[src/rtl/csfm_pkg.sv]
package csfm_pkg;

  localparam int MAX_ENTRIES = 256;
  localparam int MAX_TIPS    = 64;
  localparam int KEY_W       = 64;
  localparam int TIP_W       = 7;
  localparam int BIT_W       = $clog2(KEY_W);
  localparam int IDX_W       = $clog2(MAX_ENTRIES);
  localparam int CNT_W       = 9;
  localparam int PROBE_LIMIT = 256;

  localparam logic [1:0] REQ_CLEAR  = 2'd0;
  localparam logic [1:0] REQ_INSERT = 2'd1;
  localparam logic [1:0] REQ_PROBE  = 2'd2;

  localparam logic [1:0] ST_OK   = 2'd0;
  localparam logic [1:0] ST_FULL = 2'd1;
  localparam logic [1:0] ST_SAT  = 2'd2;

  // one request as it travels down the row of cells
  typedef struct packed {
    logic [1:0]       req;
    logic [KEY_W-1:0] key;
    logic [CNT_W-1:0] limit;    // entries visible to this probe
    logic [IDX_W-1:0] slot;     // target cell of an insert
    logic             wr;       // insert actually stored
    logic             counted;  // probe counted towards the first hit
    logic             hit;
    logic [CNT_W-1:0] tidx;
    logic [CNT_W-1:0] item;
    logic [1:0]       status;
  } item_t;

  function automatic logic [KEY_W-1:0] low_mask(input logic [TIP_W-1:0] n);
    logic [KEY_W-1:0] m;
    if (n >= TIP_W'(KEY_W)) begin
      m = '1;
    end else begin
      m = (KEY_W'(1) << n) - KEY_W'(1);
    end
    return m;
  endfunction

  function automatic logic [TIP_W-1:0] eff_tips(input logic [TIP_W-1:0] tc);
    logic [TIP_W-1:0] n;
    n = tc;
    if (n < TIP_W'(2)) n = TIP_W'(2);
    if (n > TIP_W'(MAX_TIPS)) n = TIP_W'(MAX_TIPS);
    return n;
  endfunction

  function automatic logic [KEY_W-1:0] canon_key(input logic [KEY_W-1:0] w,
                                                 input logic [TIP_W-1:0] n);
    logic [KEY_W-1:0] m;
    logic [KEY_W-1:0] mk;
    logic [KEY_W-1:0] v;
    logic [TIP_W-1:0] nm1;
    logic             top;
    m   = low_mask(n);
    nm1 = n - TIP_W'(1);
    mk  = low_mask(nm1);
    v   = w & m;
    top = v[nm1[BIT_W-1:0]];
    if (n[2:0] == 3'd0) begin
      if (!v[0]) v = ~v & m;
    end else if (n[2:0] == 3'd1) begin
      // last tip dropped from the key
      v = v & mk;
      if (!top) v = ~v & mk;
    end else begin
      if (v[0]) v = ~v & m;
    end
    return v;
  endfunction

endpackage

[src/rtl/csfm_cell.sv]
module csfm_cell (
  input  logic                      clk,
  input  logic                      rst,
  input  logic                      en,
  input  logic [csfm_pkg::IDX_W-1:0] cell_idx,
  input  logic                      in_valid,
  input  csfm_pkg::item_t           in_item,
  output logic                      out_valid,
  output csfm_pkg::item_t           out_item
);

  logic [csfm_pkg::KEY_W-1:0] key;
  csfm_pkg::item_t            item_next;

  always_comb begin
    item_next = in_item;
    if (in_item.req == csfm_pkg::REQ_PROBE && !in_item.hit &&
        csfm_pkg::CNT_W'(cell_idx) < in_item.limit && key == in_item.key) begin
      item_next.hit  = 1'b1;
      item_next.tidx = csfm_pkg::CNT_W'(cell_idx) + csfm_pkg::CNT_W'(1);
    end
  end

  always_ff @(posedge clk) begin
    if (rst) begin
      out_valid <= 1'b0;
    end else if (en) begin
      out_valid <= in_valid;
    end
  end

  always_ff @(posedge clk) begin
    if (en) begin
      out_item <= item_next;
      // inserts ride behind earlier probes, so those never see the new key
      if (in_valid && in_item.wr && in_item.slot == cell_idx) begin
        key <= in_item.key;
      end
    end
  end

endmodule

[config.mk]
export PLATFORM = sky130hd
export DESIGN_NAME = csfm_cell
export DESIGN_NICKNAME = d
export VERILOG_FILES = /design/src/rtl/csfm_pkg.sv /design/src/rtl/csfm_cell.sv
export SDC_FILE = /design/constraint.sdc
export NUM_CORES = 1
export LEC_CHECK = 0
export BUFFER_PORTS_ARGS = -buffer_cell sky130_fd_sc_hd__buf_2
export CAP_MARGIN = 20
export CORE_MARGIN = 1
export CORE_UTILIZATION = 45
export DETAILED_ROUTE_END_ITERATION = 10
export GPL_TIMING_DRIVEN = 1
export PLACE_DENSITY = 0.76
export SYNTH_ARGS = -nofsm -noshare
export SYNTH_HDL_FRONTEND = slang
export SYNTH_SLANG_ARGS = --single-unit
[constraint.sdc]
create_clock -name clk -period 5.4 [get_ports clk]
set_input_delay 0 -clock clk [delete_from_list [all_inputs] [get_ports clk]]
set_output_delay 0 -clock clk [all_outputs]
set_load 0.03 [all_outputs]
* Word-level counts from Yosys, hierarchy flattened
Cells that the tools add are included.
** Word-level totals
- Output and inout bits :: 107
- Logic and storage cells :: 25
- Bits in registers :: 171
** Cells by class
- Mux-type cells :: 1
- Magnitude comparators :: 1
- Reductions and logical operators :: 7
- Equality and inequality tests :: 3
- Add/subtract/negate cells :: 1
** Operators by type and width (number)
- $eq A64 B64 Y1 :: 1
- $add A8 B1 Y9 const B :: 1
- $lt A8 B9 Y1 :: 1
- $mux W9 :: 1
- $eq A8 B8 Y1 :: 1
- $logic_and A1 B1 Y1 :: 5
- $eq A2 B2 Y1 const B :: 1
- $reduce_and A2 Y1 :: 1
- $logic_not A1 Y1 :: 1

* Logic depth before layout (Yosys ltp)
Gate-level depths: netlist of run 1.
- Depth in word-level cells :: 5
- Mapped depth :: 8
- Mapped depth without buffers :: 8

* Worst setup path before layout of run 1
Ideal clock, no wire load.
- Path type :: input port to flip-flop
- Start :: input port cell_idx[2] in the netlist's numbering
- End :: register key[0] in the netlist's numbering, enable pin
- Data arrival time :: 4.636 ns
- Library setup time :: 0.565 ns
- Buffers on the path :: 0
- Slack :: 0.199 ns
- Cell stages on the path :: 3
- Cell sequence :: xnor2_1 nand4_1 nor3_1
** Between the ends
- Cells in the longest elaborated chain, start to end :: 3
** RTL lines
- start, declared :: line csfm_cell.sv:5 : input logic [csfm_pkg::IDX_W-1:0] cell_idx,
- $eq A8 B8 Y1 :: line csfm_cell.sv:36 : if (in_valid && in_item.wr && in_item.slot == cell_idx) begin
- $logic_and A1 B1 Y1 :: line csfm_cell.sv:36
- $reduce_and A2 Y1 (no source line)
- end signal, assigned :: line csfm_cell.sv:37 : key <= in_item.key;
- end, declared :: line csfm_cell.sv:12 : logic [csfm_pkg::KEY_W-1:0] key;
Every way passes these cells.
A chain may end at the register's enable or synchronous reset.

==> impl_metrics.json, run 1 <==
{
  "status": "finished, final reports clean",
  "crit_path_max_incr_delay_ns": 0.54,
  "synth_nets": 455,
  "final_area_sq_mm": 0.00940,
  "clk_pin_slew_worst_paths_ns": 0.06,
  "wl_met3_um": 746,
  "cts_buffers": 17,
  "layout_min_cycle_time_ns": 2.73,
  "ant_nets": 0,
  "critPathBufInv": 3,
  "antenna_cells": 0,
  "cap_violations": 0,
  "place_inst": 735,
  "finalSetupViolations": 0,
  "tritoncts": "yes",
  "placement.io_buffers": 224,
  "crit_chain": "dlygate4sd3_1, buf_2, inv_1, ha_1, nand3b_1, nand4_1, nor4_1, nand3_1, nor3_4, mux2_2",
  "postLayoutCoreUtil_pct": 68.0,
  "ys.flop_type": "edfxtp_1",
  "first_global_vias": 4341,
  "postSynthCellCount": 329,
  "ir_drop_mv": 0.209,
  "rows": 43,
  "tns_ns": 0,
  "r2r_cells": 6,
  "max_slew_margin_pct": 44.6,
  "power_density_mw_per_mm2": 334,
  "coreArea_sq_mm": 0.0138,
  "crit_family": "simple AND/OR/NAND/NOR gates",
  "synth_largest_area_cell": "edfxtp_1",
  "drive_gt1_share_pct": 39.0,
  "min_path_type": "input pin to register",
  "min-delay-start": "cell_idx[0]",
  "start_util_pct": 46.0,
  "via_count": 4185,
  "r2r_slack_ns": 2.79,
  "period_share_pct": 50.5,
  "cts_setup_buffers": 0,
  "synth_warnings": 0,
  "cp.arrival_ns": 2.89,
  "synth_top_area_share_pct": 80.2,
  "r2r-start": "key[35]",
  "clk_latency_ns": 0.42,
  "cts.sinks": 171,
  "critPathLaunchType": "input pin",
  "netlist-cell-type-count": 26,
  "synthTopCellsByArea": "edfxtp_1, xnor2_1, nand4_1, mux2_2, ha_1",
  "hold_violations": 0,
  "top_layer": "met4",
  "routed-wl-met2_mm": 7.60,
  "grt_use_total_pct": 20.4,
  "hpwlAfterDp_mm": 9.00,
  "dr.pass1.iters": 4,
  "wl_mm": 14.4,
  "mostFrequentLayoutCell": "buf_2",
  "tightest_slew_ns": 0.831,
  "drtIter0Drc": 228,
  "die_x_um": 121,
  "async_flop_share_pct": 0,
  "die_h_um": 121,
  "drc": 0,
  "cp_max_fo": 10,
  "grt_pass1_wl_mm": 21.9,
  "syn_to_final_growth_pct": 47.7,
  "fp.dieArea_sq_mm": 0.0146,
  "wl_per_cell_um": 16.4,
  "worstPathRequired_ns": 5.57,
  "fmax_mhz": 367,
  "wl_met1_mm": 5.68,
  "ctsLongestPathBuffers": 2,
  "whs_path_depth": 3,
  "syn_area_sq_mm": 0.00636,
  "placed_area_sq_mm": 0.00773,
  "grt_start_max_net_pins": 65,
  "crit_path_top_delay_cell": "dlygate4sd3_1",
  "synth_edf_count": 170,
  "layout_common_cells": "buf_2, edfxtp_1, dlygate4sd3_1, xnor2_1",
  "avgSynthCellArea_sq_um": 19.3,
  "r2r_end": "out_item[18]",
  "ys_seq_area_share_pct": 80.5,
  "place.gp.congestion": 0.781,
  "viasPerCell": 4.78,
  "min_to": "out_item[11]",
  "grt_overflow": 0,
  "cts_root_buf": "clkbuf_16",
  "worstSetupEndpointType": "register",
  "rsz0062_at_grt": "false",
  "cts_htree_levels": 4,
  "stdcell_count": 875,
  "worstSetupPathType": "input pin to register",
  "ios": 225,
  "hold_slack_ns": 0.0564,
  "leakagePower_uw": 0.00364,
  "ys_ff_latch": 171,
  "skew_ns": 0.0102,
  "antenna_found_initial": 0,
  "nNetsFinal": 808,
  "drv_slew": 0
}
tightest hold or removal path: stages:
cell    delay (ns)
buf_2         0.13
inv_1         0.09
mux2_2        0.15
synth_stat cells (all sizes together) (2+ instances only):
cell type and instances:
nand4b 2, nor3 3, nor2b 2, xor2 6, a21oi 4, xnor2 70
ha 8, edfxtp 170, inv 10, nand3 7, mux2 9, nor4 3
nand2 3, nand4 17, nor2 6
repair_timing:
item                      in CTS  in global routing
hold buffers                 108                  0
hold endpoints to repair     171                  0
gates resized for setup        0                  0
area by class of cell:
| type | instances | area, sq um |
|---|---|---|
| Multi-Input combinational cell | 148 | 1210 |
| Fill cell | 926 | 4430 |
| Timing Repair Buffer | 334 | 2220 |
| Clock inverter | 15 | 159 |
| Clock buffer | 17 | 425 |
| Sequential cell | 171 | 5120 |
| Tap cell | 180 | 225 |
| Inverter | 10 | 37.5 |
routing by layer:
layer	track usage [%]	up-vias
li1	-	1960
met5	0	-
met3	5.50	31
met1	23.7	2039
met4	9.18	0
met2	35.3	155
power breakdown:
group / internal (uW) / total [uW] / leakage, uW / switching (uW)
clock: 688 / 1190 / 0.000281 / 507
combinational: 155 / 399 / 0.00173 / 244
sequential: 1530 / 1550 / 0.00162 / 16.1
total: 2380 / 3140 / 0.00364 / 767
worst max-delay path by stage:
stage	start	endpoint	slack, ns	cells after the start
global placement	cell_idx[7]	out_item[15]	2.77	8
finish	in_item[38]	out_item[18]	2.67	10
detailed placement	cell_idx[7]	out_item[11]	2.73	8
floorplan	cell_idx[2]	key[0]	0.20	3
CTS	in_item[38]	out_item[11]	2.66	10
global route	in_item[38]	out_item[16]	2.50	10
cell families after synthesis:
group           count (synthesis)  synth area share, %
mux                            10                 1.75
xor+xnor                       76                 10.5
buf+inv                        10                0.590
compound gates                  7                0.629
fa+ha+maj                       8                 1.57
flops                         171                 80.5
simple gates                   47                 4.48
metrics by stage:
stage                     setup slack, ns  power [uW]
after floorplan                     0.199        1760
after global placement               2.77        1900
after detailed placement             2.73        1910
after CTS                            2.66        3170
after global routing                 2.50        3250
final                                2.67        3140
registers in the layout, indices dropped and copies added (netlist names):
signal     count
out_item     106
key           64
out_valid      1
(Power assumes the default switching activity.)
==> run 2, diff against run 1 <==
==> constraint.sdc (replaced) <==
create_clock -name clk -period 2.2 [get_ports clk]
set_input_delay 0 -clock clk [delete_from_list [all_inputs] [get_ports clk]]
set_output_delay 0 -clock clk [all_outputs]
set_load 0.03 [all_outputs]
==> impl_metrics.json, run 2 (synthesis results as in run 1) <==
{
  "status": "finished, violations left",
  "failed_checks": "setup timing",
  "worstSetupEndpointType": "register",
  "clk_latency_ns": 0.43,
  "clk_pin_slew_worst_paths_ns": 0.07,
  "layout_common_cells": "buf_2, edfxtp_1, dlygate4sd3_1, xnor2_1",
  "hold_slack_ns": 0.0177,
  "fmax_mhz": 442,
  "drc": 0,
  "die_h_um": 121,
  "cts_buffers": 17,
  "crit_chain": "xnor2_2, nand4_1, nor4_4, buf_4, nand3_4, nor3_4, buf_12, mux2_2",
  "power_density_mw_per_mm2": 834,
  "reg.largest.list": "out_item: 106 flops, key: 64 flops, out_valid: 1 flops",
  "drive_gt1_share_pct": 40.3,
  "ctsLongestPathBuffers": 2,
  "tritoncts": "yes",
  "rows": 43,
  "max_slew_margin_pct": 49.2,
  "wl_mm": 15.4,
  "place_inst": 744,
  "drv_slew": 0,
  "rsz0062_at_grt": "true",
  "finalSetupViolations": 9,
  "grt_overflow": 0,
  "critPathBufInv": 2,
  "cts_htree_levels": 4,
  "fp.dieArea_sq_mm": 0.0146,
  "skew_ns": 0.0116,
  "placement.io_buffers": 224,
  "period_share_pct": 103,
  "worstSetupPathType": "register to register",
  "placed_area_sq_mm": 0.00788,
  "dp_slack_ns": -0.342,
  "layout_min_cycle_time_ns": 2.26,
  "leakagePower_uw": 0.00379,
  "grt_start_max_net_pins": 61,
  "grt_pass1_wl_mm": 23.3,
  "antenna_found_initial": 1,
  "start_util_pct": 46.0,
  "place.gp.congestion": 0.777,
  "drtIter0Drc": 269,
  "die_x_um": 121,
  "largest_reg_flops": 106,
  "ant_nets": 0,
  "cp_max_fo": 10,
  "stdcell_count": 885,
  "top_register": "out_item",
  "mostFrequentLayoutCell": "buf_2",
  "wl_per_cell_um": 17.4,
  "tightest_slew_ns": 0.762,
  "crit_path_max_incr_delay_ns": 0.44,
  "cap_violations": 0,
  "grt_use_total_pct": 21.6,
  "syn_to_final_growth_pct": 51.9,
  "crit_path_top_delay_cell": "edfxtp_1",
  "min_path_type": "input pin to register",
  "viasPerCell": 4.86,
  "critPathLaunchType": "register",
  "cts.sinks": 171,
  "cts_root_buf": "clkbuf_16",
  "crit_family": "simple AND/OR/NAND/NOR gates",
  "ir_drop_mv": 0.580,
  "tns_ns": -0.417,
  "via_count": 4303,
  "nNetsFinal": 817,
  "first_global_vias": 4531,
  "dr.pass1.iters": 7,
  "fin_ws_ns": -0.0617,
  "worstPathRequired_ns": 2.38,
  "ios": 225,
  "cp.arrival_ns": 2.44,
  "hold_violations": 0,
  "hpwlAfterDp_mm": 9.25,
  "final_area_sq_mm": 0.00967,
  "coreArea_sq_mm": 0.0138
}
## run 2: cell count changes in the layout (fill, tap and decap cells not counted), moves of 4 or more
cell and change:
buf_12 +4, buf_4 +5, inv_6 -4, xnor2_1 -4
xnor2_2 +4
## run 2: through the flow
step	total power [uW]	util (%)
finish	8060	69.9
global route	8300	69.9
CTS	8080	69.7
detailed placement	4700	57.0
global placement	4680	57.0
floorplan	4320	-
## run 2: routing by layer
| metal | up-vias | global-route usage, % | share of wire [%] | wire (um) |
|---|---|---|---|---|
| li1 | 1981 | - | - | - |
| met1 | 2108 | 24.7 | 39 | 6030 |
| met2 | 181 | 37.7 | 53 | 8110 |
| met3 | 33 | 5.55 | 5.6 | 862 |
| met4 | 0 | 9.95 | 2.5 | 392 |
| met5 | - | 0 | 0 | 0 |
## run 2: layout make-up
| cell class | instances | area [sq um] |
|---|---|---|
| diodes | 1 | 2.50 |
| clock buffers | 18 | 429 |
| clock inverters | 14 | 218 |
| fillers | 851 | 4160 |
| inverters | 10 | 37.5 |
| multi-input cells | 148 | 1290 |
| flip-flops and latches | 171 | 5120 |
| well taps | 180 | 225 |
| repair buffers | 343 | 2340 |
## run 2: worst register-to-register path, delay by kind of cell, from the launching register on
| kind | cells | cell delay [ns] |
|---|---|---|
| xor gates and xnor gates | 1 | 0.15 |
| buffers and inverters | 2 | 0.33 |
| and+or+nand+nor | 4 | 0.75 |
| DFF | 1 | 0.44 |
| muxes | 1 | 0.34 |
## run 2: worst paths after layout
check | cells after the start | slack, ns | to | from
hold reg to reg | 3 | 1.11 | out_valid | out_valid
setup / recovery | 8 | -0.06 | out_item[19] | key[23]
hold / removal | 3 | 0.02 | out_item[11] | cell_idx[0]
setup reg to reg | 8 | -0.06 | out_item[19] | key[23]
## run 2: report_power, final
part / internal (uW) / switching, uW / leakage [uW]
Combinational: 391 / 610 / 0.00186
Clock: 2020 / 1240 / 0.000310
Sequential: 3760 / 42.7 / 0.00162
## run 2: repair_timing
item	4_1_cts	5_1_grt
hold endpoints to repair	171	0
setup endpoints to repair	10	9
gates resized for setup	5	4
cloned	0	0
buffers inserted	0	0
pin swaps	3	3
hold buffers	108	0
